## src/sv/ltsl_pkg.sv

```systemverilog
package ltsl_pkg;

	// Strip geometry
	localparam int LED_COUNT  = 32;
	localparam int WARN_HALF  = 4;
	localparam int SHIFT_HALF = 2;
	localparam int LED_MID    = LED_COUNT / 2;

	// Field widths
	localparam int RPM_W  = 16;
	localparam int TIME_W = 32;
	localparam int IDX_W  = 6;
	localparam int COL_W  = 8;

	// Gap half-width holds 0..LED_MID; dividend holds (rpm span) * LED_MID
	localparam int GAP_W = $clog2(LED_MID + 1);
	localparam int NUM_W = RPM_W + GAP_W;
	localparam int DCNT_W = $clog2(NUM_W + 1);

	localparam logic [IDX_W-1:0] LAST_IDX = IDX_W'(LED_COUNT - 1);

	// Configuration register indexes
	localparam int CFG_W = 2;
	localparam logic [CFG_W-1:0] CFG_TACH_MIN     = 2'd0;
	localparam logic [CFG_W-1:0] CFG_TACH_MAX     = 2'd1;
	localparam logic [CFG_W-1:0] CFG_FLASH_PERIOD = 2'd2;

	// Reset values of the registers
	localparam logic [RPM_W-1:0] TACH_MIN_RST     = 16'd3000;
	localparam logic [RPM_W-1:0] TACH_MAX_RST     = 16'd6500;
	localparam logic [RPM_W-1:0] FLASH_PERIOD_RST = 16'd50;

	// Zone colors
	localparam logic [COL_W-1:0] NORM_R  = 8'd30;
	localparam logic [COL_W-1:0] NORM_G  = 8'd15;
	localparam logic [COL_W-1:0] WARN_R  = 8'd80;
	localparam logic [COL_W-1:0] WARN_G  = 8'd10;
	localparam logic [COL_W-1:0] SHIFT_R = 8'd80;
	localparam logic [COL_W-1:0] SHIFT_G = 8'd0;

	typedef enum logic [1:0] {
		ST_IDLE,
		ST_DIV,
		ST_EMIT
	} state_t;

	typedef struct packed {
		logic [COL_W-1:0] red;
		logic [COL_W-1:0] green;
	} rg_t;

	// Divider handshake
	typedef struct packed {
		logic             start;
		logic [NUM_W-1:0] dividend;
		logic [RPM_W-1:0] divisor;
	} div_req_t;

	typedef struct packed {
		logic             done;
		logic [NUM_W-1:0] quotient;
	} div_rsp_t;

	// Color of one LED; later zones override earlier ones
	function automatic rg_t led_color(input logic [IDX_W-1:0] idx,
			input logic [GAP_W-1:0] gap, input logic dark, input logic black);
		int  i;
		int  b;
		rg_t c;
		i = int'(idx);
		b = int'(gap);
		c = '0;
		if (i <= LED_MID - WARN_HALF || i >= LED_MID + WARN_HALF + 1) begin
			c.red   = NORM_R;
			c.green = NORM_G;
		end
		if ((i >= LED_MID - WARN_HALF - 1 && i <= LED_MID - SHIFT_HALF) ||
				(i >= LED_MID + SHIFT_HALF + 1 && i <= LED_MID + WARN_HALF)) begin
			c.red   = WARN_R;
			c.green = WARN_G;
		end
		if (i >= LED_MID - SHIFT_HALF - 1 && i <= LED_MID + SHIFT_HALF) begin
			c.red   = SHIFT_R;
			c.green = SHIFT_G;
		end
		if (i >= LED_MID - b && i <= LED_MID + b - 1) begin
			c = '0;
		end
		if (dark && i >= LED_MID - SHIFT_HALF - 1 && i <= LED_MID + SHIFT_HALF) begin
			c = '0;
		end
		if (black) begin
			c = '0;
		end
		return c;
	endfunction

endpackage

```

## src/sv/ltsl_div.sv

```systemverilog
// Restoring divider, one quotient bit per cycle
module ltsl_div (
	input  logic                clk,
	input  logic                arst_n,
	input  ltsl_pkg::div_req_t  req,
	output ltsl_pkg::div_rsp_t  rsp
);

	logic [ltsl_pkg::RPM_W-1:0]  rem_q;
	logic [ltsl_pkg::NUM_W-1:0]  quo_q;
	logic [ltsl_pkg::RPM_W-1:0]  den_q;
	logic [ltsl_pkg::DCNT_W-1:0] cnt_q;
	logic                        busy_q;
	logic                        done_q;
	logic [ltsl_pkg::RPM_W:0]    trial;
	logic [ltsl_pkg::RPM_W:0]    diff;
	logic                        fits;

	// Shared subtract and compare
	assign trial = {rem_q, quo_q[ltsl_pkg::NUM_W-1]};
	assign diff  = trial - {1'b0, den_q};
	assign fits  = trial >= {1'b0, den_q};

	// Control
	always_ff @(posedge clk or negedge arst_n) begin
		if (!arst_n) begin
			cnt_q  <= '0;
			busy_q <= 1'b0;
			done_q <= 1'b0;
		end else begin
			done_q <= 1'b0;
			if (req.start) begin
				cnt_q  <= ltsl_pkg::DCNT_W'(ltsl_pkg::NUM_W);
				busy_q <= 1'b1;
			end else if (busy_q) begin
				cnt_q <= cnt_q - 1'b1;
				if (cnt_q == ltsl_pkg::DCNT_W'(1)) begin
					busy_q <= 1'b0;
					done_q <= 1'b1;
				end
			end
		end
	end

	// Datapath: dividend shifts out the top as quotient bits shift in
	always_ff @(posedge clk) begin
		if (req.start) begin
			rem_q <= '0;
			quo_q <= req.dividend;
			den_q <= req.divisor;
		end else if (busy_q) begin
			rem_q <= fits ? diff[ltsl_pkg::RPM_W-1:0] : trial[ltsl_pkg::RPM_W-1:0];
			quo_q <= {quo_q[ltsl_pkg::NUM_W-2:0], fits};
		end
	end

	assign rsp.done     = done_q;
	assign rsp.quotient = quo_q;

	as_done_ends_busy: assert property (@(posedge clk) disable iff (!arst_n)
		done_q |-> !busy_q)
		else $error("divider done while still busy");
	as_rem_below_den: assert property (@(posedge clk) disable iff (!arst_n)
		busy_q && $past(busy_q) && !$past(req.start) |-> rem_q < den_q)
		else $error("divider remainder not below divisor");
	as_no_restart: assert property (@(posedge clk) disable iff (!arst_n)
		busy_q |-> !req.start)
		else $error("divider restarted while busy");

endmodule

```

## src/sv/led_tach_shift_light.sv

```systemverilog
// Channel  Dir  Width  Contents (low bit first)
// s_*      in   64     display_rpm[15:0], engine_rpm[31:16], now_ms[63:32]
// m_*      out  32     led_index[5:0], red[13:6], green[21:14], blue[29:22]; tlast=last_led
// cfg_*    in   16     write: 0 tach_min, 1 tach_max, 2 flash_period_ms
//
// One frame: accept, then the divide (21 quotient bits, one per cycle
// in the shared subtractor, then the gap is loaded), then 32 LED transactions.
// Below tach_min or with tach_max <= tach_min the divider is skipped.
// s_tready is high only while no frame is in progress; the last LED may still
// wait in the output register when the next frame is accepted.
// m_tready low stalls LED output; arst_n clears control and flash state.
module led_tach_shift_light (
	input  logic                          clk,
	input  logic                          arst_n,
	input  logic                          s_tvalid,
	output logic                          s_tready,
	input  logic [63:0]                   s_tdata,   // display_rpm, engine_rpm, now_ms
	output logic                          m_tvalid,
	input  logic                          m_tready,
	output logic [31:0]                   m_tdata,   // led_index, red, green, blue, pad
	output logic                          m_tlast,   // last_led
	input  logic                          cfg_we,
	input  logic [ltsl_pkg::CFG_W-1:0]    cfg_index,
	input  logic [ltsl_pkg::RPM_W-1:0]    cfg_data
);

	ltsl_pkg::state_t state_q, state_nx;

	logic [ltsl_pkg::RPM_W-1:0]  tach_min_q;
	logic [ltsl_pkg::RPM_W-1:0]  tach_max_q;
	logic [ltsl_pkg::RPM_W-1:0]  flash_period_q;
	logic [ltsl_pkg::TIME_W-1:0] flash_time_q;
	logic                        flash_phase_q;
	logic                        dark_q;
	logic                        black_q;
	logic [ltsl_pkg::GAP_W-1:0]  gap_q;
	logic [ltsl_pkg::IDX_W-1:0]  cnt_q;

	logic                        out_valid_q;
	logic [ltsl_pkg::IDX_W-1:0]  out_idx_q;
	ltsl_pkg::rg_t               out_col_q;
	logic                        out_last_q;

	logic [ltsl_pkg::RPM_W-1:0]  in_disp;
	logic [ltsl_pkg::RPM_W-1:0]  in_eng;
	logic [ltsl_pkg::TIME_W-1:0] in_now;
	logic                        accept;
	logic                        in_black;
	logic                        span_ok;
	logic                        skip_div;
	logic                        over_rev;
	logic                        toggle;
	logic                        load_out;
	logic [ltsl_pkg::TIME_W-1:0] elapsed;
	ltsl_pkg::div_req_t          div_req;
	ltsl_pkg::div_rsp_t          div_rsp;
	ltsl_pkg::rg_t               col;

	assign in_disp = s_tdata[15:0];
	assign in_eng  = s_tdata[31:16];
	assign in_now  = s_tdata[63:32];

	// Frame setup decisions
	assign accept   = s_tvalid && s_tready;
	assign in_black = in_disp < tach_min_q;
	assign span_ok  = tach_max_q > tach_min_q;
	assign skip_div = in_black || !span_ok;
	assign over_rev = !in_black && (in_eng > tach_max_q);
	assign elapsed  = in_now - flash_time_q;
	assign toggle   = over_rev && (elapsed > ltsl_pkg::TIME_W'(flash_period_q));

	// Divider request
	assign div_req.start    = accept && !skip_div;
	assign div_req.dividend = ltsl_pkg::NUM_W'(in_disp - tach_min_q) *
		ltsl_pkg::NUM_W'(ltsl_pkg::LED_MID);
	assign div_req.divisor  = tach_max_q - tach_min_q;

	ltsl_div u_div (
		.clk    (clk),
		.arst_n (arst_n),
		.req    (div_req),
		.rsp    (div_rsp)
	);

	// Sequencer next state
	always_comb begin
		state_nx = state_q;
		case (state_q)
			ltsl_pkg::ST_IDLE: begin
				if (accept) state_nx = skip_div ? ltsl_pkg::ST_EMIT : ltsl_pkg::ST_DIV;
			end
			ltsl_pkg::ST_DIV: begin
				if (div_rsp.done) state_nx = ltsl_pkg::ST_EMIT;
			end
			ltsl_pkg::ST_EMIT: begin
				if (load_out && cnt_q == ltsl_pkg::LAST_IDX) state_nx = ltsl_pkg::ST_IDLE;
			end
			default: state_nx = ltsl_pkg::ST_IDLE;
		endcase
	end

	// Sequencer outputs
	always_comb begin
		s_tready = 1'b0;
		load_out = 1'b0;
		case (state_q)
			ltsl_pkg::ST_IDLE: s_tready = 1'b1;
			ltsl_pkg::ST_DIV:  s_tready = 1'b0;
			ltsl_pkg::ST_EMIT: load_out = !out_valid_q || m_tready;
			default: begin
				s_tready = 1'b0;
				load_out = 1'b0;
			end
		endcase
	end

	always_ff @(posedge clk or negedge arst_n) begin
		if (!arst_n) state_q <= ltsl_pkg::ST_IDLE;
		else state_q <= state_nx;
	end

	// Configuration registers
	always_ff @(posedge clk or negedge arst_n) begin
		if (!arst_n) begin
			tach_min_q     <= ltsl_pkg::TACH_MIN_RST;
			tach_max_q     <= ltsl_pkg::TACH_MAX_RST;
			flash_period_q <= ltsl_pkg::FLASH_PERIOD_RST;
		end else if (cfg_we) begin
			case (cfg_index)
				ltsl_pkg::CFG_TACH_MIN:     tach_min_q     <= cfg_data;
				ltsl_pkg::CFG_TACH_MAX:     tach_max_q     <= cfg_data;
				ltsl_pkg::CFG_FLASH_PERIOD: flash_period_q <= cfg_data;
				default: ;
			endcase
		end
	end

	// Flash state, stepped on an accepted frame when over-rev and the flash period has elapsed
	always_ff @(posedge clk or negedge arst_n) begin
		if (!arst_n) begin
			flash_time_q  <= '0;
			flash_phase_q <= 1'b0;
		end else if (accept && toggle) begin
			flash_time_q  <= in_now;
			flash_phase_q <= !flash_phase_q;
		end
	end

	// Frame attributes
	always_ff @(posedge clk or negedge arst_n) begin
		if (!arst_n) begin
			dark_q  <= 1'b0;
			black_q <= 1'b0;
			gap_q   <= '0;
		end else if (accept) begin
			dark_q  <= over_rev && (flash_phase_q ^ toggle);
			black_q <= in_black;
			gap_q   <= '0;
		end else if (state_q == ltsl_pkg::ST_DIV && div_rsp.done) begin
			if (div_rsp.quotient < ltsl_pkg::NUM_W'(ltsl_pkg::LED_MID))
				gap_q <= ltsl_pkg::GAP_W'(ltsl_pkg::NUM_W'(ltsl_pkg::LED_MID) -
					div_rsp.quotient);
			else
				gap_q <= '0;
		end
	end

	// LED counter
	always_ff @(posedge clk or negedge arst_n) begin
		if (!arst_n) cnt_q <= '0;
		else if (accept) cnt_q <= '0;
		else if (load_out) cnt_q <= cnt_q + 1'b1;
	end

	assign col = ltsl_pkg::led_color(cnt_q, gap_q, dark_q, black_q);

	// Output register
	always_ff @(posedge clk or negedge arst_n) begin
		if (!arst_n) out_valid_q <= 1'b0;
		else if (load_out) out_valid_q <= 1'b1;
		else if (m_tready) out_valid_q <= 1'b0;
	end

	always_ff @(posedge clk) begin
		if (load_out) begin
			out_idx_q  <= cnt_q;
			out_col_q  <= col;
			out_last_q <= cnt_q == ltsl_pkg::LAST_IDX;
		end
	end

	assign m_tvalid = out_valid_q;
	assign m_tdata  = {2'b00, ltsl_pkg::COL_W'(0), out_col_q.green, out_col_q.red, out_idx_q};
	assign m_tlast  = out_last_q;

	as_accept_leaves_idle: assert property (@(posedge clk) disable iff (!arst_n)
		accept |=> state_q != ltsl_pkg::ST_IDLE)
		else $error("frame accepted but sequencer stayed idle");
	as_done_in_div: assert property (@(posedge clk) disable iff (!arst_n)
		div_rsp.done |-> state_q == ltsl_pkg::ST_DIV)
		else $error("divider finished outside divide state");
	as_last_index: assert property (@(posedge clk) disable iff (!arst_n)
		m_tvalid && m_tlast |-> m_tdata[5:0] == ltsl_pkg::LAST_IDX)
		else $error("last LED flag on wrong index");
	as_gap_range: assert property (@(posedge clk) disable iff (!arst_n)
		gap_q <= ltsl_pkg::GAP_W'(ltsl_pkg::LED_MID))
		else $error("gap wider than half the strip");

endmodule
```

## config.mk

```make
export PLATFORM = sky130hd
export DESIGN_NAME = led_tach_shift_light
export DESIGN_NICKNAME = d
export VERILOG_FILES = /design/src/sv/ltsl_pkg.sv /design/src/sv/ltsl_div.sv /design/src/sv/led_tach_shift_light.sv
export SDC_FILE = /design/constraint.sdc
export NUM_CORES = 1
export LEC_CHECK = 0
export ABC_AREA = 1
export BUFFER_PORTS_ARGS = -buffer_cell sky130_fd_sc_hd__buf_4
export CORE_MARGIN = 1.5
export CORE_UTILIZATION = 45
export DETAILED_ROUTE_END_ITERATION = 10
export GPL_TIMING_DRIVEN = 0
export PLACE_DENSITY = 0.7
export SYNTH_ARGS = -nofsm -noshare
export SYNTH_HDL_FRONTEND = slang
export SYNTH_SLANG_ARGS = --single-unit
```

## constraint.sdc

```tcl
create_clock -name clk -period 3.15 [get_ports clk]
set_clock_uncertainty 0.15 [all_clocks]
set_input_delay 0.1575 -clock clk [delete_from_list [all_inputs] [get_ports clk]]
set_output_delay 0.1575 -clock clk [all_outputs]
set_load 0.02 [all_outputs]
```

==> run summary <==
Routed wire length: 35630 microns
Sort of element at the end of the critical path: register
Psw: 0.006397 W
Classification of the worst-slack hold path: input port to async pin
Result of the run: finished with violations
Ratio of cells with drive above 1 in the final layout: 16.35%
Critical path arrival: 3790 ps
Antenna violations before repair: 0
DRC violation total after the first TritonRoute iteration: 909
CTS tree: yes
Number of buffers added by the clock tree synthesis step: 17
Count of endpoints failing hold in the final timing report: 0
Clk slew on worst S/H paths: 80 ps
Yosys synthesis warning count: 0
Slew Limit Headroom: 55.75%
Clock Power Share: 15.4%
PortBufs: 104
Core area: 28010 sq um
RSZ-0062 raised after global routing: yes
Final core occ: 57.73%
Worst reg2reg path depth: 24
Unique masters post-synth: 54
Start-to-end type of the worst setup path: register to register
Top-level I/O count: 122
DRC viols: 0
Layout overhead on the synthesized area: 24.93%
Non-filler cells, final: 2421
Flops & latches, synth: 168
Worst Path Max Fanout: 6
Post-route worst hold slack: 0.7661 ps
Netlist area before placement: 12940 sq um
Async SR Flop Fraction: 61.90%
Leading register cell type out of synthesis: sky130_fd_sc_hd__dfrtp_1
IR Drop Worst-Case VDD: 0.4397 mV
Antenna diode count: 0
Part of the power in registers: 26.4%
First-pass DRT Iterations: 6
Die extent in x: 172.6 microns
Logic gate share of total power: 58.2%
DP HPWL: 26570 microns
CTS Root Buffer Type: sky130_fd_sc_hd__clkbuf_16
Sum of overflow across all layers after global routing: 0
Cell-internal power: 0.007468 W
Max Fclk: 281.6 MHz
Largest net degree at the start of global routing: 105
Cell count after placement: 2306
Maximum Capacitance Violations: 0
Most common cell in the synthesized netlist: sky130_fd_sc_hd__nand2_1
Clock insertion delay at the later pin of the skew report: 450 ps
Most area-consuming cells after synthesis: sky130_fd_sc_hd__dfrtp_1, sky130_fd_sc_hd__nand2_1, sky130_fd_sc_hd__ha_1, sky130_fd_sc_hd__edfxtp_1, sky130_fd_sc_hd__inv_1
Net switching fraction of the power: 46.14%
Global-route usage over all layers: 23.97%
Via count of the first global-routing pass: 11807
Transition at the pin with the smallest max-transition slack: 663.1 ps
Post-synthesis instance total: 1808
Crit path launch type: register
Clock net sink count: 168
Violated checks: negative setup slack
Maximum count of clock buffers along a single path: 2
CTS HTree Levels: 4
Average size of a mapped cell: 7.159 sq um
Slew Limit Fails: 0
Ratio of routed vias to standard cells: 5.110
Worst path setup slack after routing: -400.8 ps
Chip height: 172.6 microns
Final cycle utilization of the critical path: 112.7%
Area of the die: 29790 sq um
Required time at the worst-slack endpoint: 3390 ps
Starting utilization of the core area: 46.21%
Static leakage: 8.530 nW
Global placement routability congestion: 0.9243
Leading area contributor after synthesis: sky130_fd_sc_hd__dfrtp_1
Part of the Yosys area used for sequential elements: 33.56%
Power density relative to cell area: 857.4 nW/um^2
Detailed-route via count: 12372
First-pass GRT wire length: 57840 microns
Shortest clock period the worst path allows after layout: 3551 ps
Total Nets Final: 2252
Routed Antenna Nets: 0
Most instantiated cells after synthesis: sky130_fd_sc_hd__nand2_1, sky130_fd_sc_hd__inv_1, sky130_fd_sc_hd__ha_1
Final setup violation count: 34
Number of synthesized flops with an enable pin: 44
Average wire per cell in the routed design: 14.72 microns
Row cnt: 61
Area share of the largest cell type after synthesis: 17.01%
final timing paths:
kind / start / end / slack (ps)
setup / recovery: flash_time_q[0] / flash_time_q[28] / -400
hold / removal: arst_n / flash_time_q[31] / 0.8
min in group clk: cfg_index[1] / tach_min_q[0] / 30
max in group asynchronous: arst_n / flash_period_q[5] / 2110
setup reg to reg: flash_time_q[0] / flash_time_q[28] / -400
hold reg to reg: u_div.done_q / state_q[0] / 320
layout make-up:
| class | count | area (sq um) |
|---|---|---|
| Fill cell | 2552 | 11840 |
| Multi-Input combinational cell | 1266 | 7516 |
| Sequential cell | 168 | 4344 |
| Timing Repair Buffer | 185 | 1629 |
| Inverter | 336 | 1265 |
| Tap cell | 378 | 473.0 |
| Clock buffer | 19 | 464.2 |
| Buffer | 55 | 350.3 |
| Clock inverter | 13 | 121.4 |
| Timing Repair inverter | 1 | 7.507 |
placed cells by master (no fill, tap or decap), types with 8 or more instances in the layout:
cell type / instances
sky130_fd_sc_hd__nand2_1: 462
sky130_fd_sc_hd__inv_1: 323
sky130_fd_sc_hd__buf_4: 147
sky130_fd_sc_hd__nand3_1: 117
sky130_fd_sc_hd__ha_1: 117
sky130_fd_sc_hd__o21ai_0: 113
sky130_fd_sc_hd__nor2_1: 90
sky130_fd_sc_hd__dfrtp_1: 88
sky130_fd_sc_hd__a21oi_1: 84
sky130_fd_sc_hd__dlygate4sd3_1: 53
sky130_fd_sc_hd__nand2_2: 45
sky130_fd_sc_hd__edfxtp_1: 44
sky130_fd_sc_hd__xor2_1: 33
sky130_fd_sc_hd__xnor2_1: 21
sky130_fd_sc_hd__clkbuf_16: 20
sky130_fd_sc_hd__dfxtp_1: 20
sky130_fd_sc_hd__conb_1: 17
sky130_fd_sc_hd__o21ai_1: 16
sky130_fd_sc_hd__clkbuf_1: 16
sky130_fd_sc_hd__dfstp_2: 16
sky130_fd_sc_hd__nand4_1: 15
sky130_fd_sc_hd__ha_4: 13
sky130_fd_sc_hd__nor3_1: 12
sky130_fd_sc_hd__inv_2: 10
sky130_fd_sc_hd__a21o_1: 10
sky130_fd_sc_hd__nor2_2: 8
sky130_fd_sc_hd__nor4_1: 8
sky130_fd_sc_hd__nand2_4: 8
sky130_fd_sc_hd__o22ai_1: 8
metrics by stage:
stage               instance area, sq um  setup slack [ps]  TNS, ps  total power, W
floorplan                          13000             142.8        0        0.008950
global placement                   14260            -478.9   -32160         0.01065
detailed placement                 14260            -525.4   -35020         0.01083
CTS                                15900            -283.7    -8757         0.01356
global route                       16170            -649.1   -20550         0.01508
finish                             16170            -400.8   -12260         0.01386
worst max-delay path, cell delays in order (launching register included):
cell,delay (ps)
sky130_fd_sc_hd__dfrtp_1,390
sky130_fd_sc_hd__ha_2,200
sky130_fd_sc_hd__fa_2,380
sky130_fd_sc_hd__inv_2,80
sky130_fd_sc_hd__nand3_2,70
sky130_fd_sc_hd__nand3_2,100
sky130_fd_sc_hd__nand3_2,70
sky130_fd_sc_hd__nand3_2,110
sky130_fd_sc_hd__xor2_2,190
sky130_fd_sc_hd__ha_1,250
sky130_fd_sc_hd__nand4_1,130
sky130_fd_sc_hd__a31oi_1,50
sky130_fd_sc_hd__nor2_1,130
sky130_fd_sc_hd__nand2_1,80
sky130_fd_sc_hd__nand2_2,90
sky130_fd_sc_hd__nand2_2,60
sky130_fd_sc_hd__nor2_2,80
sky130_fd_sc_hd__nand2_2,70
sky130_fd_sc_hd__nor2_4,160
sky130_fd_sc_hd__nand2_4,130
sky130_fd_sc_hd__nand2_8,110
sky130_fd_sc_hd__buf_12,140
sky130_fd_sc_hd__clkbuf_16,140
sky130_fd_sc_hd__nand2_1,50
sky130_fd_sc_hd__nand2_1,60
timing repair:
action	CTS	global route
endpoints found under the setup margin	105	101
resized for setup	85	39
hold endpoints to repair	169	0
hold buffers	53	0
setup buffers	14	10
gates cloned	3	2
pin swaps	13	17
logic make-up after synthesis:
kind of cell               share of synthesized area, %
and+or+nand+nor                                   25.27
adders and majority gates                         13.28
other                                           0.02897
DFF                                               33.56
AOI/OAI and AO/OA                                 11.53
xor gates and xnor gates                          3.992
buffers and inverters                             12.33
registers in the layout, summed over array words and instances (netlist names), 2 cells and up:
| name | count |
|---|---|
| cnt_q | 6 |
| m_tdata | 4 |
| u_div.cnt_q | 5 |
| flash_time_q | 32 |
| gap_q | 5 |
| flash_period_q | 16 |
| u_div.quo_q | 21 |
| tach_min_q | 16 |
| tach_max_q | 16 |
| state_q | 2 |
| u_div.den_q | 16 |
| u_div.rem_q | 16 |
| out_idx_q | 6 |
power groups by stage:
stage | Clock (W) | Sequential [W] | Combinational [W]
after global routing | 0.00223 | 0.00375 | 0.00909
after CTS | 0.00215 | 0.00364 | 0.00777
after detailed placement | 0 | 0.00366 | 0.00717
after global placement | 0 | 0.00364 | 0.00702
after floorplan | 0 | 0.00361 | 0.00534
final | 0.00214 | 0.00366 | 0.00806
metal layers:
metal  vias to the layer above  routed length [microns]  track usage, %
met5                         -                        0               0
met4                         0                     1142           9.028
met3                        71                     1693           3.298
met2                       335                    17610           41.94
met1                      5772                    15190           29.99
li1                       6194                        -               -
Power figures use the tool's default switching activity.
